`config.mk`:
```
export PLATFORM = sky130hd
export DESIGN_NAME = lpp_csr
export DESIGN_NICKNAME = d
export VERILOG_FILES = /design/src/rtl/lpp_pkg.sv /design/src/rtl/lpp_csr.sv
export SDC_FILE = /design/constraint.sdc
export NUM_CORES = 1
export LEC_CHECK = 0
export BUFFER_PORTS_ARGS = -buffer_cell sky130_fd_sc_hd__buf_4
export CAP_MARGIN = 20
export CORE_MARGIN = 4
export CORE_UTILIZATION = 49
export CTS_CLUSTER_DIAMETER = 200
export DETAILED_ROUTE_END_ITERATION = 10
export PLACE_DENSITY_LB_ADDON = 0.2
export SETUP_SLACK_MARGIN = 0.2
export SYNTH_ARGS = -nofsm -noshare
export SYNTH_HDL_FRONTEND = slang
export SYNTH_SLANG_ARGS = --single-unit
```
`constraint.sdc`:
```
create_clock -name clock -period 1.4 [get_ports clock]
set_input_delay 0.07 -clock clock [delete_from_list [all_inputs] [get_ports clock]]
set_output_delay 0.07 -clock clock [all_outputs]
set_load 0.03 [all_outputs]
```
`src/rtl/lpp_pkg.sv`:
```
// lpp_pkg: shared types, constants and helpers of the lattice predator-prey block
// depends on nothing; imported by every module of the block but lpp_ram
`default_nettype none

package lpp_pkg;

   localparam int SIDE_W     = 7;
   localparam int GRID_SIDE  = 1 << SIDE_W;
   localparam int ADDR_W     = 2 * SIDE_W;
   localparam int CELLS      = GRID_SIDE * GRID_SIDE;
   localparam int CELL_W     = 2;
   localparam int TALLY_W    = 15;
   localparam int CHANCE_W   = 17;
   localparam int DRAW_W     = 16;
   localparam int CSR_ADDR_W = 5;
   localparam int CSR_DATA_W = 32;

   typedef enum logic [CELL_W-1:0] {
      CELL_EMPTY = 2'd0,
      CELL_FISH  = 2'd1,
      CELL_SHARK = 2'd2
   } cell_type;

   typedef enum logic [1:0] {
      MODE_SEED   = 2'd0,
      MODE_UPDATE = 2'd1,
      MODE_SWAP   = 2'd2
   } mode_type;

   typedef enum logic [2:0] {
      REG_FISH_BIRTH   = 3'd0,
      REG_SHARK_STAY   = 3'd1,
      REG_SHARK_STARVE = 3'd2,
      REG_SEED_FISH    = 3'd3,
      REG_SEED_SHARK   = 3'd4
   } reg_index_type;

   localparam logic [CHANCE_W-1:0] RST_FISH_BIRTH   = 17'd32768;
   localparam logic [CHANCE_W-1:0] RST_SHARK_STAY   = 17'd3277;
   localparam logic [CHANCE_W-1:0] RST_SHARK_STARVE = 17'd62259;
   localparam logic [CHANCE_W-1:0] RST_SEED_FISH    = 17'd26214;
   localparam logic [CHANCE_W-1:0] RST_SEED_SHARK   = 17'd58982;

   typedef struct packed {
      logic [CHANCE_W-1:0] fish_birth;
      logic [CHANCE_W-1:0] shark_stay;
      logic [CHANCE_W-1:0] shark_starve;
      logic [CHANCE_W-1:0] seed_fish;
      logic [CHANCE_W-1:0] seed_shark;
   } cfg_type;

   typedef struct packed {
      logic              we;
      logic [ADDR_W-1:0] addr;
      logic [CELL_W-1:0] wdata;
   } mem_req_type;

   typedef enum logic [3:0] {
      ST_CLEAR,
      ST_IDLE,
      ST_RD_NB,
      ST_RD_LAST,
      ST_CALC,
      ST_WR1,
      ST_WR2,
      ST_DONE
   } state_type;

   // torus neighbour: 0 row+1, 1 col+1, 2 row-1, 3 col-1
   function automatic logic [ADDR_W-1:0] nb_addr(input logic [SIDE_W-1:0] row,
                                                 input logic [SIDE_W-1:0] col,
                                                 input logic [1:0] dir);
      logic [SIDE_W-1:0] nr;
      logic [SIDE_W-1:0] nc;
      nr = row;
      nc = col;
      case (dir)
         2'd0:    nr = row + SIDE_W'(1);
         2'd1:    nc = col + SIDE_W'(1);
         2'd2:    nr = row - SIDE_W'(1);
         default: nc = col - SIDE_W'(1);
      endcase
      return {nr, nc};
   endfunction

endpackage

`default_nettype wire

```
`src/rtl/lpp_csr.sv`:
```
// lpp_csr: apb-style configuration registers (chances and seeding thresholds)
// depends on lpp_pkg
`default_nettype none

module lpp_csr (
   input  wire logic                             clock,
   input  wire logic                             reset,
   input  wire logic                             psel,
   input  wire logic                             penable,
   input  wire logic                             pwrite,
   input  wire logic [lpp_pkg::CSR_ADDR_W-1:0]   paddr,
   input  wire logic [lpp_pkg::CSR_DATA_W-1:0]   pwdata,
   output logic      [lpp_pkg::CSR_DATA_W-1:0]   prdata,
   output logic                                  pready,
   output lpp_pkg::cfg_type                      cfg
);
   import lpp_pkg::*;

   cfg_type cfg_ff;
   cfg_type cfg_in;
   logic [2:0] idx;
   logic wr;

   assign idx    = paddr[CSR_ADDR_W-1:2];
   assign wr     = psel && penable && pwrite;
   assign pready = 1'b1;
   assign cfg    = cfg_ff;

   always_comb begin
      cfg_in = cfg_ff;
      if (wr) begin
         case (idx)
            REG_FISH_BIRTH:   cfg_in.fish_birth   = pwdata[CHANCE_W-1:0];
            REG_SHARK_STAY:   cfg_in.shark_stay   = pwdata[CHANCE_W-1:0];
            REG_SHARK_STARVE: cfg_in.shark_starve = pwdata[CHANCE_W-1:0];
            REG_SEED_FISH:    cfg_in.seed_fish    = pwdata[CHANCE_W-1:0];
            REG_SEED_SHARK:   cfg_in.seed_shark   = pwdata[CHANCE_W-1:0];
            default:          cfg_in = cfg_ff;
         endcase
      end
   end

   always_comb begin
      case (idx)
         REG_FISH_BIRTH:   prdata = CSR_DATA_W'(cfg_ff.fish_birth);
         REG_SHARK_STAY:   prdata = CSR_DATA_W'(cfg_ff.shark_stay);
         REG_SHARK_STARVE: prdata = CSR_DATA_W'(cfg_ff.shark_starve);
         REG_SEED_FISH:    prdata = CSR_DATA_W'(cfg_ff.seed_fish);
         REG_SEED_SHARK:   prdata = CSR_DATA_W'(cfg_ff.seed_shark);
         default:          prdata = '0;
      endcase
   end

   always_ff @(posedge clock) begin
      if (reset) begin
         cfg_ff.fish_birth   <= RST_FISH_BIRTH;
         cfg_ff.shark_stay   <= RST_SHARK_STAY;
         cfg_ff.shark_starve <= RST_SHARK_STARVE;
         cfg_ff.seed_fish    <= RST_SEED_FISH;
         cfg_ff.seed_shark   <= RST_SEED_SHARK;
      end else begin
         cfg_ff <= cfg_in;
      end
   end

endmodule

`default_nettype wire

```
==> impl_metrics.py, run 1 <==
metrics = {
    "global_routing": {
        "grt_pass1_vias": 3801,
        "antenna_found_initial": 0,
        "grt_pass1_wl_mm": 19.44,
        "grt_usage_pct": 24.65,
        "grt_max_degree": 35,
        "overflow": 0,
    },
    "finish": {
        "n_antenna_cell": 0,
        "drive_above_1_share_pct": 42.31,
        "nets": 642,
        "stdcell_count": 710,
        "seqCellArea_mm2": 0.001744,
        "multi_input_area_mm2": 0.002191,
        "syn_to_final_growth_pct": 44.57,
        "fillers": 649,
        "fin_util_pct": 72.28,
        "largest_reg_flops": 85,
    },
    "critical_path": {
        "cpLargestDelayFamily": "compound AO/OA/AOI/OAI gates",
        "rr_endpoint": "cfg[65]$_SDFFE_PP0P_",
        "rr_worst_depth": 5,
        "rrSetupSlack_ns": 0.44,
        "worstPathArrival_ns": 1.37,
        "reg2reg_from": "cfg[65]$_SDFFE_PP0P_",
        "path_cells": "mux2i_1, o2bb2ai_1, a221o_2, buf_6",
        "worst_setup_path_end_kind": "primary output",
        "path_class": "reg2out",
        "setup.worst_path.start_class": "flip-flop",
        "critPathMaxStageDelay_ns": 0.33,
        "slowest_stage": "dfxtp_2",
        "required_ns": 1.33,
        "path_buf_inv": 1,
        "worstPathMaxFanout": 2,
    },
    "place": {
        "dpl_worst_slack_ns": -0.3734,
        "dp.cells": 655,
        "portBuffers": 126,
        "gp_congestion": 0.8130,
        "dp_hpwl_mm": 8.240,
    },
    "floorplan": {
        "die_area_mm2": 0.009867,
        "die_h_um": 99.34,
        "coreArea_mm2": 0.008175,
        "die_x_um": 99.34,
        "rows": 33,
        "start_util_pct": 50.00,
        "ios": 160,
    },
    "route": {
        "wl_mm": 12.08,
        "num_vias": 3761,
        "drcViolationCount": 0,
        "avgViaCountPerCell": 5.297,
        "dr.pass1.iters": 4,
        "ant_nets": 0,
        "route.detailed.wl_per_inst_um": 17.02,
        "drtIter0Drc": 112,
    },
    "power": {
        "power.density_mw_per_mm2": 832.2,
        "comb_power_share_pct": 15.3,
        "power.share.switching_pct": 26.26,
        "peakVddDrop_mv": 0.6719,
        "p_sw_mw": 1.291,
        "internal_power_mw": 3.627,
        "clkPwrFrac_pct": 34.9,
        "total_leakage_power_nw": 2.794,
        "seqPwrFrac_pct": 49.8,
    },
    "sta": {
        "whs_ns": 0.02522,
        "maxSlewViolCount": 0,
        "post-route-period-util_pct": 102.9,
        "maxSlewHeadroom_pct": 63.88,
        "hold_viol": 0,
        "clock_skew_ns": 0,
        "finalSetupTns_ns": -0.1276,
        "setup_slack_ns": -0.04062,
        "setup_violations": 7,
        "worstMarginPinSlew_ns": 0.5405,
        "fmax_mhz": 694.1,
        "rsz0062_at_grt": "true",
        "finalCriticalPeriod_ns": 1.441,
    },
    "clock_network": {
        "clk_path_buf_depth": 2,
        "clk_pin_slew_ns": 0.08,
        "cts.htree.levels": 3,
        "clockRootBuffer": "clkbuf_8",
        "clock-sinks": 85,
        "cts_buffers": 9,
        "cts_tree": "done",
        "insertion_delay_ns": 0.34,
    },
    "synthesis": {
        "yosysUniqueCellTypes": 28,
        "syn_area_mm2": 0.004088,
        "ys_warn_count": 0,
        "ys_seq_area_share_pct": 41.63,
        "ys_ff_latch": 85,
        "syn_area_per_cell_um2": 9.551,
        "syn_inst": 428,
    },
    "worst_hold_path": {
        "hold_start": "pwdata[13]",
        "holdPathEnd": "cfg[13]$_SDFFE_PP1P_",
        "hold_path_depth": 3,
        "hp-class": "in2reg",
    },
    "run_status": {
        "violations": "setup timing",
        "status": "finished with violations",
    },
    "flow_run": {
        "cap_violations": 0,
    },
}
==> cell families after synthesis <==
| family | count (synthesis) | share of synthesized area [%] |
|---|---|---|
| muxes | 85 | 20.84 |
| AOI/OAI and AO/OA | 69 | 12.03 |
| DFF | 85 | 41.63 |
| and+or+nand+nor | 137 | 18.12 |
| buffers and inverters | 50 | 7.193 |
| other | 2 | 0.1837 |
==> what timing repair did <==
action / 4_1_cts / 5_1_grt
gates resized for setup: 52 / 3
hold buffers: 8 / 0
pin swaps: 17 / 3
setup endpoints to repair: 34 / 17
setup buffers: 29 / 2
hold endpoints to repair: 10 / 0
==> worst register-to-register path, cell delays in order, from the launching register on <==
cell and delay, ns:
dfxtp_2 0.33, buf_4 0.12, buf_4 0.13, nor2b_1 0.12
o21ai_0 0.06, o21ai_0 0.09
==> how the worst max path moves through the flow <==
stage | start | to | slack [ns] | depth (start not counted)
3_3_place_gp | paddr[2] | cfg[6]$_SDFFE_PP1P_ | -0.33 | 5
4_1_cts | cfg[32]$_SDFFE_PP0P_ | prdata[15] | -0.07 | 4
6_report | cfg[32]$_SDFFE_PP0P_ | prdata[15] | -0.04 | 4
3_5_place_dp | paddr[2] | cfg[6]$_SDFFE_PP1P_ | -0.37 | 5
2_1_floorplan | paddr[4] | prdata[0] | 0.20 | 6
5_1_grt | cfg[32]$_SDFFE_PP0P_ | prdata[15] | -0.10 | 4
==> per-stage QoR <==
stage / area, um2 / power, mW
after floorplan: 4170 / 2.968
after global placement: 5265 / 3.178
after detailed placement: 5265 / 3.186
after CTS: 5888 / 4.940
after global routing: 5909 / 5.093
final: 5909 / 4.918
==> power groups by stage <==
| stage | clock network [mW] | logic (mW) | registers [mW] |
|---|---|---|---|
| final | 1.72 | 0.754 | 2.45 |
| after global routing | 1.84 | 0.799 | 2.45 |
| after CTS | 1.74 | 0.748 | 2.45 |
| after detailed placement | 0 | 0.680 | 2.51 |
| after global placement | 0 | 0.673 | 2.51 |
| after floorplan | 0 | 0.430 | 2.54 |
==> Yosys cell counts <==
| cell | instances | area (um2) |
|---|---|---|
| a221o_1 | 16 | 160.2 |
| a22oi_1 | 1 | 7.510 |
| and4b_1 | 1 | 10.01 |
| buf_2 | 7 | 35.03 |
| buf_4 | 22 | 165.2 |
| buf_6 | 2 | 22.52 |
| clkbuf_1 | 19 | 71.32 |
| conb_1 | 2 | 7.510 |
| dfxtp_1 | 85 | 1702 |
| mux2_2 | 1 | 11.26 |
| mux2i_1 | 84 | 840.8 |
| nand2_1 | 2 | 7.510 |
| nand2b_1 | 54 | 337.8 |
| nand3_1 | 1 | 5.000 |
| nand3b_1 | 1 | 7.510 |
| nand4_1 | 1 | 6.260 |
| nand4b_1 | 1 | 8.760 |
| nor2_1 | 53 | 198.9 |
| nor2_2 | 1 | 6.260 |
| nor2_4 | 1 | 11.26 |
| nor2b_1 | 17 | 106.4 |
| nor3_1 | 2 | 10.01 |
| nor3b_4 | 1 | 18.77 |
| o21a_1 | 1 | 7.510 |
| o21ai_0 | 34 | 170.2 |
| o22ai_1 | 1 | 6.260 |
| o2bb2ai_1 | 16 | 140.1 |
| or2_2 | 1 | 6.260 |
==> area by class of cell <==
class	instances	area share [%]
multi-input cells	307	37.07
repair buffers	197	27.93
well taps	105	2.223
clock inverters	4	0.8046
clock buffers	12	2.456
flip-flops and latches	85	29.52
==> cells in the final DEF, fill, tap and decap left out, types with 8 or more instances in the layout <==
master,count
a221o_2,10
buf_4,165
buf_6,17
clkbuf_8,10
conb_1,16
dfxtp_1,51
dfxtp_2,34
dlygate4sd3_1,8
mux2i_1,84
nand2b_1,54
nor2_1,52
nor2b_1,17
o21ai_0,34
o2bb2ai_1,16
==> per-layer routing <==
metal	global-route usage, %	vias up	part of all wire [%]
li1	-	1793	-
met1	31.16	1827	42
met2	41.74	129	50
met3	6.171	12	6.7
met4	7.038	0	1.2
met5	0	-	0
Power figures use the tool's default switching activity.
==> run 2: changes to the inputs <==
--- a/config.mk
+++ b/config.mk
@@ -8,7 +8,8 @@
 export BUFFER_PORTS_ARGS = -buffer_cell sky130_fd_sc_hd__buf_4
 export CAP_MARGIN = 20
 export CORE_MARGIN = 4
-export CORE_UTILIZATION = 49
+export CORE_UTILIZATION = 50
+export CTS_BUF_LIST = sky130_fd_sc_hd__clkbuf_2 sky130_fd_sc_hd__clkbuf_4 sky130_fd_sc_hd__clkbuf_8
 export CTS_CLUSTER_DIAMETER = 200
 export DETAILED_ROUTE_END_ITERATION = 10
 export PLACE_DENSITY_LB_ADDON = 0.2
==> impl_metrics.py, run 2 (synthesis gave the netlist of run 1 again) <==
metrics = {
    "critical_path": {
        "critPathMaxStageDelay_ns": 0.33,
        "path_cells": "mux2i_1, o2bb2ai_1, a221o_2, buf_6",
        "worst_setup_path_end_kind": "primary output",
        "slowest_stage": "dfxtp_2",
        "crit_start": "cfg[22]$_SDFFE_PP1P_",
        "path_buf_inv": 1,
        "required_ns": 1.33,
        "path_class": "reg2out",
        "cpLargestDelayFamily": "compound AO/OA/AOI/OAI gates",
        "reg2reg_from": "cfg[66]$_SDFFE_PP0P_",
        "worstPathArrival_ns": 1.39,
        "worstPathMaxFanout": 2,
        "setup.worst_path.start_class": "flip-flop",
    },
    "flow_run": {
        "cap_violations": 0,
    },
    "sta": {
        "finalCriticalPeriod_ns": 1.461,
        "setup_violations": 13,
        "finalSetupTns_ns": -0.3481,
        "setup_slack_ns": -0.06102,
        "rsz0062_at_grt": "true",
        "whs_ns": 0.008901,
        "maxSlewViolCount": 0,
        "post-route-period-util_pct": 104.4,
        "hold_viol": 0,
        "fmax_mhz": 684.5,
        "clock_skew_ns": 0,
    },
    "clock_network": {
        "cts_tree": "done",
        "cts_buffers": 9,
        "clk_path_buf_depth": 2,
        "clk_pin_slew_ns": 0.09,
        "clockRootBuffer": "clkbuf_8",
        "insertion_delay_ns": 0.36,
        "cts.htree.levels": 3,
        "clock-sinks": 85,
    },
    "finish": {
        "syn_to_final_growth_pct": 44.17,
        "fin_area_mm2": 0.005893,
        "n_antenna_cell": 0,
        "fillers": 576,
        "drive_above_1_share_pct": 42.05,
        "fin_util_pct": 75.10,
        "layout_commonest_cell": "buf_4",
        "most-common-layout-cells": "166 x buf_4, 84 x mux2i_1, 54 x nand2b_1",
        "stdcell_count": 706,
        "largest_reg_flops": 85,
        "nets": 642,
    },
    "power": {
        "power.total_mw": 5.125,
        "power.density_mw_per_mm2": 869.7,
        "peakVddDrop_mv": 0.6109,
        "total_leakage_power_nw": 2.800,
    },
    "place": {
        "dpl_worst_slack_ns": -0.3636,
        "dp_hpwl_mm": 8.256,
        "post_dp_cell_area_mm2": 0.005169,
        "portBuffers": 126,
        "gp_congestion": 0.8139,
        "dp.cells": 643,
    },
    "global_routing": {
        "overflow": 0,
        "grt_max_degree": 71,
        "antenna_found_initial": 0,
        "grt_usage_pct": 25.41,
        "grt_pass1_vias": 3794,
        "grt_pass1_wl_mm": 19.61,
    },
    "route": {
        "route.detailed.wl_per_inst_um": 17.79,
        "num_vias": 3839,
        "drtIter0Drc": 230,
        "dr.pass1.iters": 6,
        "wl_mm": 12.56,
        "drcViolationCount": 0,
        "avgViaCountPerCell": 5.438,
        "ant_nets": 0,
    },
    "worst_hold_path": {
        "hold_start": "pwdata[2]",
        "hp-class": "in2reg",
    },
    "floorplan": {
        "die_area_mm2": 0.009686,
        "ios": 160,
        "start_util_pct": 52.09,
        "die_h_um": 98.42,
        "rows": 32,
        "die_x_um": 98.42,
        "coreArea_mm2": 0.007848,
    },
    "run_status": {
        "violations": "setup timing",
        "status": "finished with violations",
    },
}
==> run 2: cell types whose count changed in the layout (fill, tap and decap cells not counted) <==
| cell | delta |
|---|---|
| clkbuf_1 | -2 |
| dfxtp_1 | +1 |
| mux2_2 | +1 |
| clkinv_2 | -1 |
| dlygate4sd3_1 | +2 |
| buf_12 | -3 |
| clkbuf_4 | +1 |
| mux2_4 | -1 |
| dfxtp_2 | -1 |
| buf_4 | +1 |
| bufinv_16 | +1 |
==> run 2: final cells by class <==
type / count / area (um2) / share of cell area [%]
clock inverters: 4 / 72.57 / 1.231
well taps: 102 / 127.6 / 2.166
clock buffers: 11 / 145.1 / 2.463
multi-input cells: 307 / 2187 / 37.11
repair buffers: 197 / 1618 / 27.45
flip-flops and latches: 85 / 1743 / 29.58
==> run 2: layer usage <==
layer  part of all wire (%)  track usage, %  routed length [um]  vias up
met5                      0               0                   0        -
met4                    2.1           8.718                 265        0
met3                    7.3           5.591                 915       28
met2                     51           44.51                6423      161
met1                     39           30.77                4957     1857
li1                       -               -                   -     1793
==> run 2: worst paths after layout <==
kind | slack, ns | cells past startpoint | endpoint
setup reg to reg | 0.50 | 4 | cfg[66]$_SDFFE_PP0P_
hold / removal | 0.009 | 3 | cfg[70]$_SDFFE_PP0P_
setup / recovery | -0.06 | 4 | prdata[5]
hold reg to reg | 0.48 | 2 | cfg[25]$_SDFFE_PP0P_
==> run 2: what timing repair did <==
item                                    in CTS  in global routing
gates resized for setup                     50                  3
hold buffers                                10                  0
buffers inserted                            34                  4
endpoints found under the hold margin       11                  0
pin swaps                                   18                  1
endpoints found under the setup margin      34                 17
==> run 2: report_power, final <==
| group | leakage [nW] | total (mW) | switching, mW | internal (mW) |
|---|---|---|---|---|
| registers | 0.688 | 2.45 | 0.0143 | 2.43 |
| clock network | 0.109 | 1.93 | 0.873 | 1.06 |
| logic | 2.00 | 0.743 | 0.428 | 0.314 |
==> run 2: worst min-delay path: stages <==
cell and delay (ns):
buf_4 0.12, nand2b_1 0.07, mux2i_1 0.06
==> run 3: changes to the inputs <==
--- a/config.mk
+++ b/config.mk
@@ -14,6 +14,7 @@
 export DETAILED_ROUTE_END_ITERATION = 10
 export PLACE_DENSITY_LB_ADDON = 0.2
 export SETUP_SLACK_MARGIN = 0.2
+export SKIP_CTS_REPAIR_TIMING = 1
 export SYNTH_ARGS = -nofsm -noshare
 export SYNTH_HDL_FRONTEND = slang
 export SYNTH_SLANG_ARGS = --single-unit
==> impl_metrics.py, run 3 (synthesis gave the netlist of run 1 again) <==
metrics = {
    "sta": {
        "post-route-period-util_pct": 104.7,
        "maxSlewViolCount": 0,
        "fmax_mhz": 682.2,
        "whs_ns": -0.01792,
        "finalCriticalPeriod_ns": 1.466,
        "hold_viol": 5,
        "setup_violations": 13,
        "clock_skew_ns": 0,
        "setup_slack_ns": -0.06591,
        "rsz0062_at_grt": "true",
    },
    "global_routing": {
        "grt_util_met2_pct": 41.03,
        "met3_usage_pct": 5.591,
        "grt_busiest_layer": "met2",
        "antenna_found_initial": 0,
        "grt_usage_pct": 23.57,
        "grt_max_degree": 71,
        "grtUsageMet1_pct": 29.20,
        "overflow": 0,
        "grt_pass1_wl_mm": 18.17,
        "grt_pass1_vias": 3480,
    },
    "finish": {
        "nets": 616,
        "layout_commonest_cell": "buf_4",
        "most-common-layout-cells": "148 x buf_4, 84 x mux2i_1, 55 x dfxtp_1",
        "drive_above_1_share_pct": 40.66,
        "n_antenna_cell": 0,
        "largest_reg_flops": 85,
        "fillers": 604,
        "syn_to_final_growth_pct": 39.21,
        "fin_area_mm2": 0.005690,
        "fin_util_pct": 72.51,
    },
    "route": {
        "avgViaCountPerCell": 5.419,
        "ant_nets": 0,
        "wl_mm": 11.92,
        "drcViolationCount": 0,
        "route.detailed.wl_per_inst_um": 17.53,
        "dr.pass1.iters": 5,
        "num_vias": 3685,
        "drtIter0Drc": 165,
    },
    "clock_network": {
        "insertion_delay_ns": 0.35,
        "cts_tree": "done",
        "clk_path_buf_depth": 2,
        "cts_buffers": 9,
        "clockRootBuffer": "clkbuf_8",
        "cts.htree.levels": 3,
        "clk_pin_slew_ns": 0.09,
        "clock-sinks": 85,
    },
    "flow_run": {
        "cap_violations": 0,
    },
    "floorplan": {
        "coreArea_mm2": 0.007848,
        "start_util_pct": 52.09,
        "die_x_um": 98.42,
        "ios": 160,
        "rows": 32,
        "die_area_mm2": 0.009686,
        "die_h_um": 98.42,
    },
    "worst_hold_path": {
        "hold_path_depth": 3,
        "hp-class": "in2reg",
    },
    "run_status": {
        "violations": "hold timing, setup timing",
        "status": "finished with violations",
    },
    "critical_path": {
        "rr_worst_depth": 4,
        "setup.worst_path.start_class": "flip-flop",
        "worst_setup_path_end_kind": "primary output",
        "worstPathArrival_ns": 1.40,
        "path_class": "reg2out",
        "required_ns": 1.33,
        "worstPathMaxFanout": 3,
    },
    "place": {
        "portBuffers": 126,
        "post_dp_cell_area_mm2": 0.005169,
        "dpl_worst_slack_ns": -0.3636,
        "dp_hpwl_mm": 8.256,
        "gp_congestion": 0.8139,
    },
    "power": {
        "total_leakage_power_nw": 2.682,
        "power.density_mw_per_mm2": 892.5,
        "peakVddDrop_mv": 0.6047,
    },
}
[run 3: cell types whose count changed in the layout (fill, tap and decap cells not counted)]
cell           previous run  this run
o2bb2ai_2                 0         1
dfxtp_1                  52        55
buf_4                   166       148
dfxtp_2                  33        30
o2bb2ai_1                16        15
dlygate4sd3_1            10         1
buf_12                    4         5
[run 3: worst max-delay path, cell delays in order, from the launching register on]
cell	delay, ns
dfxtp_2	0.33
mux2i_1	0.18
o2bb2ai_1	0.08
a221o_2	0.30
buf_6	0.14
[run 3: stage by stage]
| stage | cells | TNS [ns] | total power [mW] |
|---|---|---|---|
| floorplan | 442 | 0 | 2.968 |
| global placement | 643 | -9.500 | 3.151 |
| detailed placement | 643 | -10.46 | 3.160 |
| CTS | 658 | -5.414 | 5.045 |
| global route | 680 | -1.244 | 5.253 |
| finish | 680 | -0.3016 | 5.079 |
[run 3: path summary, 6_finish.rpt]
path | endpoint | startpoint | slack, ns
worst max-delay path | prdata[5] | cfg[22]$_SDFFE_PP1P_ | -0.07
worst min-delay path | cfg[38]$_SDFFE_PP1P_ | pwdata[4] | -0.02
worst max register to register | cfg[66]$_SDFFE_PP0P_ | cfg[66]$_SDFFE_PP0P_ | 0.52
worst min register to register | cfg[25]$_SDFFE_PP0P_ | cfg[25]$_SDFFE_PP0P_ | 0.48
[run 3: final cells by class]
type / instances / area (um2) / area share (%)
Clock buffer: 11 / 145.1 / 2.551
Clock inverter: 4 / 72.57 / 1.275
Multi-Input combinational cell: 307 / 2193 / 38.54
Sequential cell: 85 / 1739 / 30.56
Tap cell: 102 / 127.6 / 2.243
Timing Repair Buffer: 171 / 1413 / 24.82
[run 3: power by group]
| part | internal, mW | switching [mW] | leakage (nW) |
|---|---|---|---|
| registers | 2.43 | 0.0150 | 0.688 |
| logic | 0.293 | 0.419 | 1.89 |
| clock network | 1.06 | 0.857 | 0.109 |
[run 3: routing by layer]
layer / share of wire, % / routed length, um / vias to the layer above
met5: 0 / 0 / -
met4: 1.1 / 133 / 0
met3: 6.9 / 827 / 11
met2: 51 / 6040 / 139
met1: 41 / 4922 / 1780
li1: - / - / 1755
