==> config.mk <==
export PLATFORM = sky130hd
export DESIGN_NAME = lpp_engine
export DESIGN_NICKNAME = d
export VERILOG_FILES = /design/src/rtl/lpp_pkg.sv /design/src/rtl/lpp_engine.sv
export SDC_FILE = /design/constraint.sdc
export NUM_CORES = 1
export LEC_CHECK = 0
export BUFFER_PORTS_ARGS = -buffer_cell sky130_fd_sc_hd__buf_2
export CAP_MARGIN = 40
export CELL_PAD_IN_SITES_DETAIL_PLACEMENT = 2
export CELL_PAD_IN_SITES_GLOBAL_PLACEMENT = 2
export CORE_AREA = 3 3 221 169
export CTS_CLUSTER_SIZE = 28
export DETAILED_ROUTE_END_ITERATION = 7
export DIE_AREA = 0 0 224 172
export GPL_TIMING_DRIVEN = 0
export PLACE_DENSITY = 0.85
export SETUP_SLACK_MARGIN = 0.05
export SKIP_CTS_REPAIR_TIMING = 1
export SLEW_MARGIN = 20
export SYNTH_ARGS = -nofsm -noshare
export SYNTH_HDL_FRONTEND = slang
export SYNTH_SLANG_ARGS = --single-unit
==> constraint.sdc <==
create_clock -name clock -period 10.4 [get_ports clock]
set_input_delay 1.04 -clock clock [delete_from_list [all_inputs] [get_ports clock]]
set_output_delay 1.04 -clock clock [all_outputs]
set_load 0.02 [all_outputs]
==> src/rtl/lpp_pkg.sv <==
// lpp_pkg: shared types, constants and helpers of the lattice predator-prey block
// depends on nothing; imported by every module of the block but lpp_ram
`default_nettype none

package lpp_pkg;

   localparam int SIDE_W     = 7;
   localparam int GRID_SIDE  = 1 << SIDE_W;
   localparam int ADDR_W     = 2 * SIDE_W;
   localparam int CELLS      = GRID_SIDE * GRID_SIDE;
   localparam int CELL_W     = 2;
   localparam int TALLY_W    = 15;
   localparam int CHANCE_W   = 17;
   localparam int DRAW_W     = 16;
   localparam int CSR_ADDR_W = 5;
   localparam int CSR_DATA_W = 32;

   typedef enum logic [CELL_W-1:0] {
      CELL_EMPTY = 2'd0,
      CELL_FISH  = 2'd1,
      CELL_SHARK = 2'd2
   } cell_type;

   typedef enum logic [1:0] {
      MODE_SEED   = 2'd0,
      MODE_UPDATE = 2'd1,
      MODE_SWAP   = 2'd2
   } mode_type;

   typedef enum logic [2:0] {
      REG_FISH_BIRTH   = 3'd0,
      REG_SHARK_STAY   = 3'd1,
      REG_SHARK_STARVE = 3'd2,
      REG_SEED_FISH    = 3'd3,
      REG_SEED_SHARK   = 3'd4
   } reg_index_type;

   localparam logic [CHANCE_W-1:0] RST_FISH_BIRTH   = 17'd32768;
   localparam logic [CHANCE_W-1:0] RST_SHARK_STAY   = 17'd3277;
   localparam logic [CHANCE_W-1:0] RST_SHARK_STARVE = 17'd62259;
   localparam logic [CHANCE_W-1:0] RST_SEED_FISH    = 17'd26214;
   localparam logic [CHANCE_W-1:0] RST_SEED_SHARK   = 17'd58982;

   typedef struct packed {
      logic [CHANCE_W-1:0] fish_birth;
      logic [CHANCE_W-1:0] shark_stay;
      logic [CHANCE_W-1:0] shark_starve;
      logic [CHANCE_W-1:0] seed_fish;
      logic [CHANCE_W-1:0] seed_shark;
   } cfg_type;

   typedef struct packed {
      logic              we;
      logic [ADDR_W-1:0] addr;
      logic [CELL_W-1:0] wdata;
   } mem_req_type;

   typedef enum logic [3:0] {
      ST_CLEAR,
      ST_IDLE,
      ST_RD_NB,
      ST_RD_LAST,
      ST_CALC,
      ST_WR1,
      ST_WR2,
      ST_DONE
   } state_type;

   // torus neighbour: 0 row+1, 1 col+1, 2 row-1, 3 col-1
   function automatic logic [ADDR_W-1:0] nb_addr(input logic [SIDE_W-1:0] row,
                                                 input logic [SIDE_W-1:0] col,
                                                 input logic [1:0] dir);
      logic [SIDE_W-1:0] nr;
      logic [SIDE_W-1:0] nc;
      nr = row;
      nc = col;
      case (dir)
         2'd0:    nr = row + SIDE_W'(1);
         2'd1:    nc = col + SIDE_W'(1);
         2'd2:    nr = row - SIDE_W'(1);
         default: nc = col - SIDE_W'(1);
      endcase
      return {nr, nc};
   endfunction

endpackage

`default_nettype wire

==> src/rtl/lpp_engine.sv <==
// lpp_engine: event sequencer; clears the grid, reads site and neighbours,
// decides the update, writes back, keeps the tallies and the result register
// depends on lpp_pkg; drives one lpp_ram port
`default_nettype none

module lpp_engine (
   input  wire logic                          clock,
   input  wire logic                          reset,
   input  wire lpp_pkg::cfg_type              cfg,
   input  wire logic                          req_valid,
   output logic                               req_ready,
   input  wire logic [1:0]                    req_mode,
   input  wire logic [lpp_pkg::SIDE_W-1:0]    req_site_row,
   input  wire logic [lpp_pkg::SIDE_W-1:0]    req_site_col,
   input  wire logic [1:0]                    req_direction,
   input  wire logic [lpp_pkg::DRAW_W-1:0]    req_pick_draw,
   input  wire logic [lpp_pkg::DRAW_W-1:0]    req_chance_draw,
   output logic                               rsp_valid,
   input  wire logic                          rsp_ready,
   output logic      [lpp_pkg::TALLY_W-1:0]   rsp_fish_total,
   output logic      [lpp_pkg::TALLY_W-1:0]   rsp_shark_total,
   output logic      [lpp_pkg::CELL_W-1:0]    rsp_site_after,
   output lpp_pkg::mem_req_type               mem_req,
   input  wire logic [lpp_pkg::CELL_W-1:0]    mem_rdata
);
   import lpp_pkg::*;

   state_type state_ff, state_in;
   logic [ADDR_W-1:0] clr_ff, clr_in;
   logic [1:0] k_ff, k_in;

   logic [1:0]        mode_ff, mode_in;
   logic [SIDE_W-1:0] row_ff, row_in;
   logic [SIDE_W-1:0] col_ff, col_in;
   logic [1:0]        dir_ff, dir_in;
   logic [DRAW_W-1:0] pick_ff, pick_in;
   logic [DRAW_W-1:0] draw_ff, draw_in;

   cell_type site_cell_ff, site_cell_in;
   cell_type nb_cell_ff [4];
   cell_type nb_cell_in [4];

   // write plan: two slots, each with old value for the tallies
   logic              w1_en_ff, w1_en_in, w2_en_ff, w2_en_in;
   logic              w1_cnt_ff, w1_cnt_in, w2_cnt_ff, w2_cnt_in;
   logic [ADDR_W-1:0] w1_addr_ff, w1_addr_in, w2_addr_ff, w2_addr_in;
   cell_type          w1_val_ff, w1_val_in, w2_val_ff, w2_val_in;
   cell_type          w1_old_ff, w1_old_in, w2_old_ff, w2_old_in;
   cell_type          after_ff, after_in;

   logic [TALLY_W-1:0] fish_ff, fish_in, shark_ff, shark_in;

   logic               rsp_valid_ff, rsp_valid_in;
   logic [TALLY_W-1:0] rsp_fish_ff, rsp_fish_in, rsp_shark_ff, rsp_shark_in;
   logic [CELL_W-1:0]  rsp_site_ff, rsp_site_in;

   logic accept;

   assign accept          = req_valid && req_ready;
   assign rsp_valid       = rsp_valid_ff;
   assign rsp_fish_total  = rsp_fish_ff;
   assign rsp_shark_total = rsp_shark_ff;
   assign rsp_site_after  = rsp_site_ff;

   always_comb begin
      logic [ADDR_W-1:0] site_a;
      logic [ADDR_W-1:0] nb_a;
      logic [2:0]        fcount;
      logic [2:0]        pre;
      logic [18:0]       prod;
      logic [2:0]        sel;
      logic [1:0]        prey_dir;
      logic              cur_cnt;
      cell_type          cur_old;
      cell_type          cur_new;
      cell_type          seed_v;
      logic [DRAW_W:0]   draw_x;

      state_in     = state_ff;
      clr_in       = clr_ff;
      k_in         = k_ff;
      mode_in      = mode_ff;
      row_in       = row_ff;
      col_in       = col_ff;
      dir_in       = dir_ff;
      pick_in      = pick_ff;
      draw_in      = draw_ff;
      site_cell_in = site_cell_ff;
      nb_cell_in   = nb_cell_ff;
      w1_en_in     = w1_en_ff;
      w1_cnt_in    = w1_cnt_ff;
      w1_addr_in   = w1_addr_ff;
      w1_val_in    = w1_val_ff;
      w1_old_in    = w1_old_ff;
      w2_en_in     = w2_en_ff;
      w2_cnt_in    = w2_cnt_ff;
      w2_addr_in   = w2_addr_ff;
      w2_val_in    = w2_val_ff;
      w2_old_in    = w2_old_ff;
      after_in     = after_ff;
      fish_in      = fish_ff;
      shark_in     = shark_ff;
      rsp_valid_in = rsp_valid_ff;
      rsp_fish_in  = rsp_fish_ff;
      rsp_shark_in = rsp_shark_ff;
      rsp_site_in  = rsp_site_ff;
      req_ready    = 1'b0;
      mem_req.we    = 1'b0;
      mem_req.addr  = {req_site_row, req_site_col};
      mem_req.wdata = CELL_EMPTY;

      site_a = {row_ff, col_ff};
      nb_a   = nb_addr(row_ff, col_ff, dir_ff);
      draw_x = {1'b0, draw_ff};

      fcount = '0;
      for (int k = 0; k < 4; k++) begin
         if (nb_cell_ff[k] == CELL_FISH) begin
            fcount = fcount + 3'd1;
         end
      end
      prod = 19'(fcount) * 19'(pick_ff);
      sel  = prod[18:16];
      pre      = '0;
      prey_dir = '0;
      for (int k = 0; k < 4; k++) begin
         if (nb_cell_ff[k] == CELL_FISH) begin
            if (pre == sel) begin
               prey_dir = 2'(k);
            end
            pre = pre + 3'd1;
         end
      end

      if (draw_x < cfg.seed_fish) begin
         seed_v = CELL_FISH;
      end else if (draw_x >= cfg.seed_shark) begin
         seed_v = CELL_SHARK;
      end else begin
         seed_v = CELL_EMPTY;
      end

      // active write slot for the tally update
      if (state_ff == ST_WR2) begin
         cur_cnt = w2_cnt_ff;
         cur_old = w2_old_ff;
         cur_new = w2_val_ff;
      end else begin
         cur_cnt = w1_cnt_ff;
         cur_old = w1_old_ff;
         cur_new = w1_val_ff;
      end

      case (state_ff)
         ST_CLEAR: begin
            mem_req.we    = 1'b1;
            mem_req.addr  = clr_ff;
            mem_req.wdata = CELL_EMPTY;
            clr_in        = clr_ff + ADDR_W'(1);
            if (clr_ff == ADDR_W'(CELLS - 1)) begin
               state_in = ST_IDLE;
            end
         end
         ST_IDLE: begin
            req_ready = 1'b1;
            if (req_valid) begin
               mode_in  = req_mode;
               row_in   = req_site_row;
               col_in   = req_site_col;
               dir_in   = req_direction;
               pick_in  = req_pick_draw;
               draw_in  = req_chance_draw;
               k_in     = '0;
               state_in = ST_RD_NB;
            end
         end
         ST_RD_NB: begin
            mem_req.addr = nb_addr(row_ff, col_ff, k_ff);
            if (k_ff == 2'd0) begin
               site_cell_in = cell_type'(mem_rdata);
            end else begin
               nb_cell_in[k_ff - 2'd1] = cell_type'(mem_rdata);
            end
            k_in = k_ff + 2'd1;
            if (k_ff == 2'd3) begin
               state_in = ST_RD_LAST;
            end
         end
         ST_RD_LAST: begin
            nb_cell_in[3] = cell_type'(mem_rdata);
            state_in      = ST_CALC;
         end
         ST_CALC: begin
            w1_en_in   = 1'b0;
            w2_en_in   = 1'b0;
            w1_cnt_in  = 1'b1;
            w2_cnt_in  = 1'b1;
            w1_addr_in = site_a;
            w2_addr_in = site_a;
            w1_val_in  = CELL_EMPTY;
            w2_val_in  = CELL_EMPTY;
            w1_old_in  = site_cell_ff;
            w2_old_in  = site_cell_ff;
            after_in   = site_cell_ff;
            case (mode_ff)
               MODE_SEED: begin
                  w1_en_in  = 1'b1;
                  w1_val_in = seed_v;
                  after_in  = seed_v;
               end
               MODE_UPDATE: begin
                  if (site_cell_ff == CELL_FISH) begin
                     if (nb_cell_ff[dir_ff] == CELL_EMPTY && draw_x < cfg.fish_birth) begin
                        w1_en_in   = 1'b1;
                        w1_addr_in = nb_a;
                        w1_val_in  = CELL_FISH;
                        w1_old_in  = CELL_EMPTY;
                     end
                  end else if (site_cell_ff == CELL_SHARK) begin
                     if (fcount != 3'd0) begin
                        w1_en_in   = 1'b1;
                        w1_addr_in = nb_addr(row_ff, col_ff, prey_dir);
                        w1_val_in  = CELL_SHARK;
                        w1_old_in  = CELL_FISH;
                        if (draw_x >= cfg.shark_stay) begin
                           w2_en_in = 1'b1;
                           after_in = CELL_EMPTY;
                        end
                     end else if (draw_x < cfg.shark_starve) begin
                        w1_en_in = 1'b1;
                        after_in = CELL_EMPTY;
                     end
                  end
               end
               MODE_SWAP: begin
                  w1_en_in   = 1'b1;
                  w1_cnt_in  = 1'b0;
                  w1_val_in  = nb_cell_ff[dir_ff];
                  w2_en_in   = 1'b1;
                  w2_cnt_in  = 1'b0;
                  w2_addr_in = nb_a;
                  w2_val_in  = site_cell_ff;
                  after_in   = nb_cell_ff[dir_ff];
               end
               default: begin
                  after_in = site_cell_ff;
               end
            endcase
            state_in = ST_WR1;
         end
         ST_WR1, ST_WR2: begin
            if (state_ff == ST_WR2) begin
               mem_req.we    = w2_en_ff;
               mem_req.addr  = w2_addr_ff;
               mem_req.wdata = w2_val_ff;
            end else begin
               mem_req.we    = w1_en_ff;
               mem_req.addr  = w1_addr_ff;
               mem_req.wdata = w1_val_ff;
            end
            if (mem_req.we && cur_cnt) begin
               fish_in  = fish_ff - TALLY_W'(cur_old == CELL_FISH)
                                  + TALLY_W'(cur_new == CELL_FISH);
               shark_in = shark_ff - TALLY_W'(cur_old == CELL_SHARK)
                                   + TALLY_W'(cur_new == CELL_SHARK);
            end
            if (state_ff == ST_WR1 && w2_en_ff) begin
               state_in = ST_WR2;
            end else begin
               state_in = ST_DONE;
            end
         end
         ST_DONE: begin
            if (!rsp_valid_ff || rsp_ready) begin
               rsp_valid_in = 1'b1;
               rsp_fish_in  = fish_ff;
               rsp_shark_in = shark_ff;
               rsp_site_in  = after_ff;
               state_in     = ST_IDLE;
            end
         end
         default: begin
            state_in = ST_IDLE;
         end
      endcase

      // result leaves on its own handshake
      if (rsp_valid_ff && rsp_ready && !(state_ff == ST_DONE)) begin
         rsp_valid_in = 1'b0;
      end
   end

   always_ff @(posedge clock) begin
      if (reset) begin
         state_ff     <= ST_CLEAR;
         clr_ff       <= '0;
         k_ff         <= '0;
         fish_ff      <= '0;
         shark_ff     <= '0;
         rsp_valid_ff <= 1'b0;
      end else begin
         state_ff     <= state_in;
         clr_ff       <= clr_in;
         k_ff         <= k_in;
         fish_ff      <= fish_in;
         shark_ff     <= shark_in;
         rsp_valid_ff <= rsp_valid_in;
      end
   end

   always_ff @(posedge clock) begin
      mode_ff      <= mode_in;
      row_ff       <= row_in;
      col_ff       <= col_in;
      dir_ff       <= dir_in;
      pick_ff      <= pick_in;
      draw_ff      <= draw_in;
      site_cell_ff <= site_cell_in;
      nb_cell_ff   <= nb_cell_in;
      w1_en_ff     <= w1_en_in;
      w1_cnt_ff    <= w1_cnt_in;
      w1_addr_ff   <= w1_addr_in;
      w1_val_ff    <= w1_val_in;
      w1_old_ff    <= w1_old_in;
      w2_en_ff     <= w2_en_in;
      w2_cnt_ff    <= w2_cnt_in;
      w2_addr_ff   <= w2_addr_in;
      w2_val_ff    <= w2_val_in;
      w2_old_ff    <= w2_old_in;
      after_ff     <= after_in;
      rsp_fish_ff  <= rsp_fish_in;
      rsp_shark_ff <= rsp_shark_in;
      rsp_site_ff  <= rsp_site_in;
   end

   a_tally_bound: assert property (@(posedge clock) disable iff (reset)
      (17'(fish_ff) + 17'(shark_ff)) <= 17'(CELLS))
      else $error("fish and shark tallies exceed the grid");

   a_write_states: assert property (@(posedge clock) disable iff (reset)
      mem_req.we |-> (state_ff == ST_CLEAR || state_ff == ST_WR1 || state_ff == ST_WR2))
      else $error("grid write outside clear or write-back");

   a_no_accept_in_clear: assert property (@(posedge clock) disable iff (reset)
      state_ff == ST_CLEAR |-> !req_ready)
      else $error("transaction accepted during grid clear");

   a_rsp_from_done: assert property (@(posedge clock) disable iff (reset)
      $rose(rsp_valid_ff) |-> $past(state_ff == ST_DONE))
      else $error("result raised outside done state");

endmodule

`default_nettype wire

==> results.json, run 1 <==
{
  "dieWidth_um": 224,
  "yosysWarnings": 0,
  "max_slew.worst_pin.slew_ps": 847,
  "synth_top_area_cell": "edfxtp_1",
  "rr_worst_depth": 28,
  "nets": 2036,
  "routed_via_density": 5.69,
  "pwr_density_cell_mw_per_mm2": 100,
  "p_seq_share_pct": 48.7,
  "cts_tree": "done",
  "drtIter0Drc": 861,
  "cp.depth": 28,
  "die_area_mm2": 0.0385,
  "cpMostUsedCell": "a21o_1",
  "syn_nets": 1822,
  "syn_inst": 1522,
  "intPower_uw": 1170,
  "swShare_pct": 26.6,
  "mappedNetlistArea_mm2": 0.0137,
  "setup_viol": 0,
  "grt_pass1_wl_um": 79000,
  "clockBufferDepth": 2,
  "hold_violations": 0,
  "clkPwrFrac_pct": 45.8,
  "slowest_stage": "a21oi_1",
  "required_ps": 10620,
  "multi_input_area_mm2": 0.00778,
  "ys_ff_latch": 183,
  "async_reset_ff_share_pct": 0,
  "finalClockSkew_ps": 21.3,
  "clkSlewWorstSetupHoldPaths_ps": 90,
  "hold_class": "reg2reg",
  "place_area_mm2": 0.0153,
  "cp_max_fo": 10,
  "reg2reg_slack_ps": 3060,
  "io_buffers": 190,
  "path_class": "reg2reg",
  "critPathLaunchType": "flip-flop",
  "cts_made_buffers": 17,
  "end_kind": "flip-flop",
  "clock-sinks": 183,
  "slew_viol_final": 0,
  "ys_top_cells_by_area": "edfxtp_1, ha_1, dfxtp_1, inv_1, a21oi_1",
  "grt_pass1_vias": 13700,
  "boundaryPins": 192,
  "fin_crit_ps": 7340,
  "p_leak_uw": 0.00691,
  "grt_use_total_pct": 26.6,
  "initial_core_util_pct": 38.6,
  "setup_tns_ps": 0,
  "drive_above_1_share_pct": 15.7,
  "htreeDepth": 4,
  "synth_edf_count": 133,
  "regArea_mm2": 0.00499,
  "num_vias": 12600,
  "endpoint": "w1_addr_ff[2]$_DFFE_PP_",
  "synth.distinct_cells": 90,
  "postRouteWirelength_um": 51400,
  "core_mm2": 0.0355,
  "switchingPower_uw": 425,
  "gp_congestion": 0.844,
  "wl_per_cell_um": 23.2,
  "dr.pass1.iters": 5,
  "relSlewSlack_pct": 43.4,
  "cts_root_buf": "clkbuf_16",
  "place_hpwl_um": 39100,
  "grt-ovfl-total": 0,
  "path_buf_inv": 7,
  "chipHeight_um": 172,
  "outcome": "complete, no violations",
  "yosys_most_used_dff": "edfxtp_1",
  "finalInstanceArea_mm2": 0.0160,
  "insertion_delay_ps": 480,
  "fmax_ghz": 0.136,
  "grt_max_degree": 51,
  "drc": 0,
  "maxCapViolCount": 0,
  "cpLargestDelayFamily": "compound AO/OA/AOI/OAI gates",
  "syn2layout_area_growth_pct": 16.4,
  "ant_nets": 0,
  "cp.arrival_ps": 7560,
  "yosysSeqAreaShare_pct": 36.4,
  "crit_start": "nb_cell_ff[7]$_DFFE_PP_",
  "syn_area_per_cell_um2": 9.01,
  "antenna_found_initial": 5,
  "p_comb_share_pct": 5.6,
  "finalCritPeriodShare_pct": 70.6,
  "peakVddDrop_mv": 0.0640,
  "max_stage_delay_ps": 600,
  "fillCellCount": 3983,
  "rows": 60,
  "synth_top_area_share_pct": 29.1,
  "worstReg2RegStart": "nb_cell_ff[7]$_DFFE_PP_",
  "rsz0062_at_grt": "no",
  "r2r_end": "w1_addr_ff[2]$_DFFE_PP_"
}
-- metrics by stage --
step / power, uW / worst slack [ps] / hold slack (ps) / utilization, % / std cells
finish: 1600 / 3060 / 434 / 45.0 / 2217
global route: 1640 / 2400 / 446 / 45.0 / 2216
CTS: 1610 / 3130 / 435 / 44.9 / 2211
detailed placement: 881 / 3190 / 413 / 43.1 / 2179
global placement: 875 / 3490 / 409 / 42.9 / 2177
floorplan: 834 / 4590 / 400 / - / 1522
-- synth_stat cells (all sizes together) (13+ instances only) --
master  number
fa          16
nand3       43
o22ai       14
edfxtp     133
or3         14
ha         143
and2        16
nor3b       14
nand2      161
a221oi      20
clkbuf      58
a21o        37
nand2b      20
nor3        20
nor2       106
mux2i       18
o21ai       73
a21oi      130
xor2        26
inv        173
dfxtp       50
nor2b       21
xnor2       42
a211oi      13
-- flip-flops by register name, indices dropped and copies added, names as in the netlist, 7 cells and up --
signal and cells:
rsp_fish_total 15, nb_cell_ff 8, w1_addr_ff 14, row_ff 7
w2_addr_ff 14, shark_ff 15, clr_ff 14, draw_ff 16
fish_ff 15, pick_ff 16, col_ff 7, rsp_shark_total 15
-- layout by cell type (no fill, tap or decap), types with 12 or more instances in the layout --
cell and count:
a21o_1 37, o21ai_0 71, xor2_1 26, a221oi_1 19
nor3b_1 14, edfxtp_1 133, o22ai_1 13, nor2b_1 21
fa_1 16, and2_1 16, a21oi_1 128, dfxtp_1 50
a211oi_1 12, nand3_1 42, clkbuf_16 17, ha_1 143
nand2b_1 19, or3_1 14, buf_2 195, xnor2_1 41
nor3_1 20, clkbuf_1 58, nand2_1 160, nor2_1 105
mux2i_1 18, inv_1 172
-- kinds of logic (layout without fill, tap and decap cells) --
kind of cell | Yosys count | in the layout | synth area share, %
adder cells (fa/ha/maj) | 159 | 159 | 15.4
XOR/XNOR | 69 | 69 | 4.64
buffers and inverters | 243 | 470 | 6.90
other | 0 | 3 | 0
AO/OA/AOI/OAI | 379 | 379 | 18.1
multiplexers | 32 | 32 | 2.68
flip-flops | 183 | 183 | 36.4
AND/OR/NAND/NOR | 457 | 457 | 15.9
-- power by group through the flow --
stage / Combinational, uW / Sequential, uW / Clock [uW]
after floorplan: 39.8 / 794 / 0
after global placement: 81.3 / 794 / 0
after detailed placement: 87.4 / 794 / 0
after CTS: 89.7 / 777 / 739
after global routing: 101 / 777 / 764
final: 89.2 / 777 / 731
-- how the worst min path moves through the flow --
stage,from,endpoint,slack (ps),cells after the start
after floorplan,after_ff[0]$_DFFE_PP_,rsp_site_after[0]$_DFFE_PP_,400,0
after global placement,after_ff[0]$_DFFE_PP_,rsp_site_after[0]$_DFFE_PP_,410,0
after detailed placement,after_ff[0]$_DFFE_PP_,rsp_site_after[0]$_DFFE_PP_,410,0
after CTS,after_ff[0]$_DFFE_PP_,rsp_site_after[0]$_DFFE_PP_,430,0
after global routing,after_ff[0]$_DFFE_PP_,rsp_site_after[0]$_DFFE_PP_,450,0
final,after_ff[0]$_DFFE_PP_,rsp_site_after[0]$_DFFE_PP_,430,0
-- routing by layer --
metal  part of all wire (%)  GRT usage [%]
met1                     44           34.3
met2                     50           47.5
met3                    4.5           4.16
met4                    1.1           5.92
met5                  0.072              0
-- worst register-to-register path, delay by kind of cell, from the launching register on --
kind,cells,cell delay (ps)
xor gates and xnor gates,2,770
AOI/OAI and AO/OA,9,2360
DFF,1,400
and+or+nand+nor,6,880
adders and majority gates,4,1190
buffers and inverters,7,1470
-- area by class of cell --
cell class              instances  area share [%]
multi-input cells            1096            48.8
flip-flops and latches        183            31.3
repair buffers                195            6.30
inverters                     173            4.08
well taps                     465            3.64
clock buffers                  17            2.66
plain buffers                  70            1.87
clock inverters                15            1.36
diodes                          3          0.0470
Power figures use the tool's default switching activity.
==> inputs of run 2 (changes only) <==
--- a/config.mk
+++ b/config.mk
@@ -9,12 +9,12 @@
 export CAP_MARGIN = 40
 export CELL_PAD_IN_SITES_DETAIL_PLACEMENT = 2
 export CELL_PAD_IN_SITES_GLOBAL_PLACEMENT = 2
-export CORE_AREA = 3 3 221 169
+export CORE_AREA = 3 3 230 176
 export CTS_CLUSTER_SIZE = 28
 export DETAILED_ROUTE_END_ITERATION = 7
-export DIE_AREA = 0 0 224 172
+export DIE_AREA = 0 0 233 179
 export GPL_TIMING_DRIVEN = 0
-export PLACE_DENSITY = 0.85
+export PLACE_DENSITY = 0.79
 export SETUP_SLACK_MARGIN = 0.05
 export SKIP_CTS_REPAIR_TIMING = 1
 export SLEW_MARGIN = 20
==> constraint.sdc (replaced) <==
create_clock -name clock -period 7.1 [get_ports clock]
set_input_delay 0.71 -clock clock [delete_from_list [all_inputs] [get_ports clock]]
set_output_delay 0.71 -clock clock [all_outputs]
set_load 0.02 [all_outputs]
==> run 2 against run 1 <==
Net effect: sequential cell count unchanged; first-iteration DRC count decreased by 26%; clock-buffer cell count is the same.
==> results.json, run 2 (synthesis gave the netlist of run 1 again) <==
{
  "drtIter0Drc": 637,
  "switchingPower_uw": 620,
  "fmax_ghz": 0.150,
  "swShare_pct": 26.8,
  "place_hpwl_um": 39200,
  "dr.pass1.iters": 5,
  "intPower_uw": 1690,
  "p_comb_share_pct": 5.5,
  "hold_violations": 0,
  "setup_viol": 0,
  "finalInstanceArea_mm2": 0.0161,
  "grt_pass1_wl_um": 77200,
  "slowest_stage": "xor2_1",
  "clkPwrFrac_pct": 45.2,
  "gp_congestion": 0.848,
  "insertion_delay_ps": 470,
  "num_vias": 12300,
  "chipHeight_um": 179,
  "reg.largest.list": "draw_ff (16), pick_ff (16)",
  "max_stage_delay_ps": 520,
  "pwr_density_cell_mw_per_mm2": 144,
  "hold_class": "in2reg",
  "power_uw": 2310,
  "antenna_found_initial": 2,
  "die_area_mm2": 0.0417,
  "r2r_end": "w1_addr_ff[0]$_DFFE_PP_",
  "boundaryPins": 192,
  "final_common_cell": "buf_2",
  "critPathLaunchType": "flip-flop",
  "cts_tree": "done",
  "outcome": "complete, no violations",
  "maxCapViolCount": 0,
  "slew_viol_final": 0,
  "holdPathStages": 1,
  "fin_crit_ps": 6660,
  "holdPathEnd": "pick_ff[1]$_DFFE_PP_",
  "dieWidth_um": 233,
  "cp.arrival_ps": 6860,
  "rows": 62,
  "grt-ovfl-total": 0,
  "nets": 2037,
  "pre_cts_ws_ps": -184,
  "clockBufferDepth": 2,
  "setup_ws_ps": 443,
  "clkSlewWorstSetupHoldPaths_ps": 90,
  "crit_path_cell_trace": "nor2b_1, clkbuf_1, ha_2, xnor2_4, xor2_1, clkbuf_1, nand2_1, fa_1, inv_1, ha_1, a211oi_1, o221a_2, nor3_1, a21oi_4, mux2_4, and4_1, o21ai_0, o31a_4, buf_6, buf_6, a21oi_1, o21ai_0, xnor2_1",
  "finalClockSkew_ps": 14.0,
  "grt_pass1_vias": 13600,
  "routed_via_density": 5.45,
  "cts_made_buffers": 17,
  "end_kind": "flip-flop",
  "max_slew.worst_pin.slew_ps": 820,
  "dp_cells": 2226,
  "syn2layout_area_growth_pct": 17.2,
  "ant_nets": 0,
  "final_cell_mix": "buf_2, inv_1, nand2_1, ha_1, edfxtp_1",
  "path_class": "reg2reg",
  "place_area_mm2": 0.0154,
  "grt_max_degree": 51,
  "cp_max_fo": 10,
  "rsz0062_at_grt": "no",
  "peakVddDrop_mv": 0.141,
  "stdcell_count": 2263,
  "drc": 0,
  "relSlewSlack_pct": 45.4,
  "postRouteWirelength_um": 49500,
  "p_seq_share_pct": 49.3,
  "htreeDepth": 4,
  "hp-start": "req_pick_draw[1]",
  "initial_core_util_pct": 35.9,
  "p_leak_uw": 0.00693,
  "finalCritPeriodShare_pct": 93.8,
  "cts_root_buf": "clkbuf_16",
  "worstReg2RegStart": "nb_cell_ff[7]$_DFFE_PP_",
  "rr_worst_depth": 23,
  "clock-sinks": 183,
  "wl_per_cell_um": 21.9,
  "reg2reg_slack_ps": 440,
  "drive_above_1_share_pct": 16.1,
  "core_mm2": 0.0382,
  "required_ps": 7310,
  "io_buffers": 190,
  "grt_use_total_pct": 24.0
}
## run 2: cell types whose count changed in the layout (fill, tap and decap cells not counted), sizes merged
cell / change
buf: +2
clkinv: +2
diode: -2
bufinv: -1
clkbuf: -1
inv: -1
## run 2: area by class of cell
type	instances	area (um2)
diodes	1	2.50
clock inverters	15	220
fillers	4263	22200
inverters	173	652
multi-input cells	1096	7820
flip-flops and latches	183	4990
clock buffers	17	425
repair buffers	197	1030
well taps	512	641
plain buffers	69	297
## run 2: power by group through the flow
stage | sequential, uW | clock [uW] | combinational [uW]
after detailed placement | 1160 | 0 | 128
after CTS | 1140 | 1060 | 129
after floorplan | 1160 | 0 | 58.3
after global routing | 1140 | 1110 | 146
after global placement | 1160 | 0 | 119
final | 1140 | 1050 | 128
## run 2: worst max-delay path by stage
stage                            startpoint                 endpoint  cells past startpoint
floorplan           nb_cell_ff[7]$_DFFE_PP_  w1_addr_ff[4]$_DFFE_PP_                     27
CTS                 nb_cell_ff[7]$_DFFE_PP_  w1_addr_ff[3]$_DFFE_PP_                     26
global route        nb_cell_ff[7]$_DFFE_PP_  w1_addr_ff[0]$_DFFE_PP_                     23
global placement    nb_cell_ff[7]$_DFFE_PP_  w1_addr_ff[3]$_DFFE_PP_                     25
detailed placement  nb_cell_ff[7]$_DFFE_PP_  w1_addr_ff[3]$_DFFE_PP_                     25
finish              nb_cell_ff[7]$_DFFE_PP_  w1_addr_ff[0]$_DFFE_PP_                     23
## run 2: metrics by stage
step | utilization [%] | hold slack [ps] | TNS, ps
finish | 42.0 | 407 | 0
global route | 42.0 | 384 | 0
CTS | 41.9 | 385 | -1400
detailed placement | 40.2 | 420 | -616
global placement | 40.0 | 409 | 0
floorplan | - | 400 | 0
## run 2: metal layers
metal | vias up | global-route usage [%] | wire length [um]
li1 | 5804 | - | -
met1 | 6289 | 31.5 | 22500
met2 | 212 | 43.0 | 24800
met3 | 33 | 2.97 | 1710
met4 | 2 | 4.38 | 456
met5 | - | 0 | 18
## run 2: critical path, delay by kind of cell (launching register included)
kind | cells | cell delay [ps]
AOI/OAI and AO/OA | 7 | 1760
adders and majority gates | 3 | 1210
buffers and inverters | 5 | 1150
xor gates and xnor gates | 3 | 870
and+or+nand+nor | 4 | 600
DFF | 1 | 400
muxes | 1 | 390
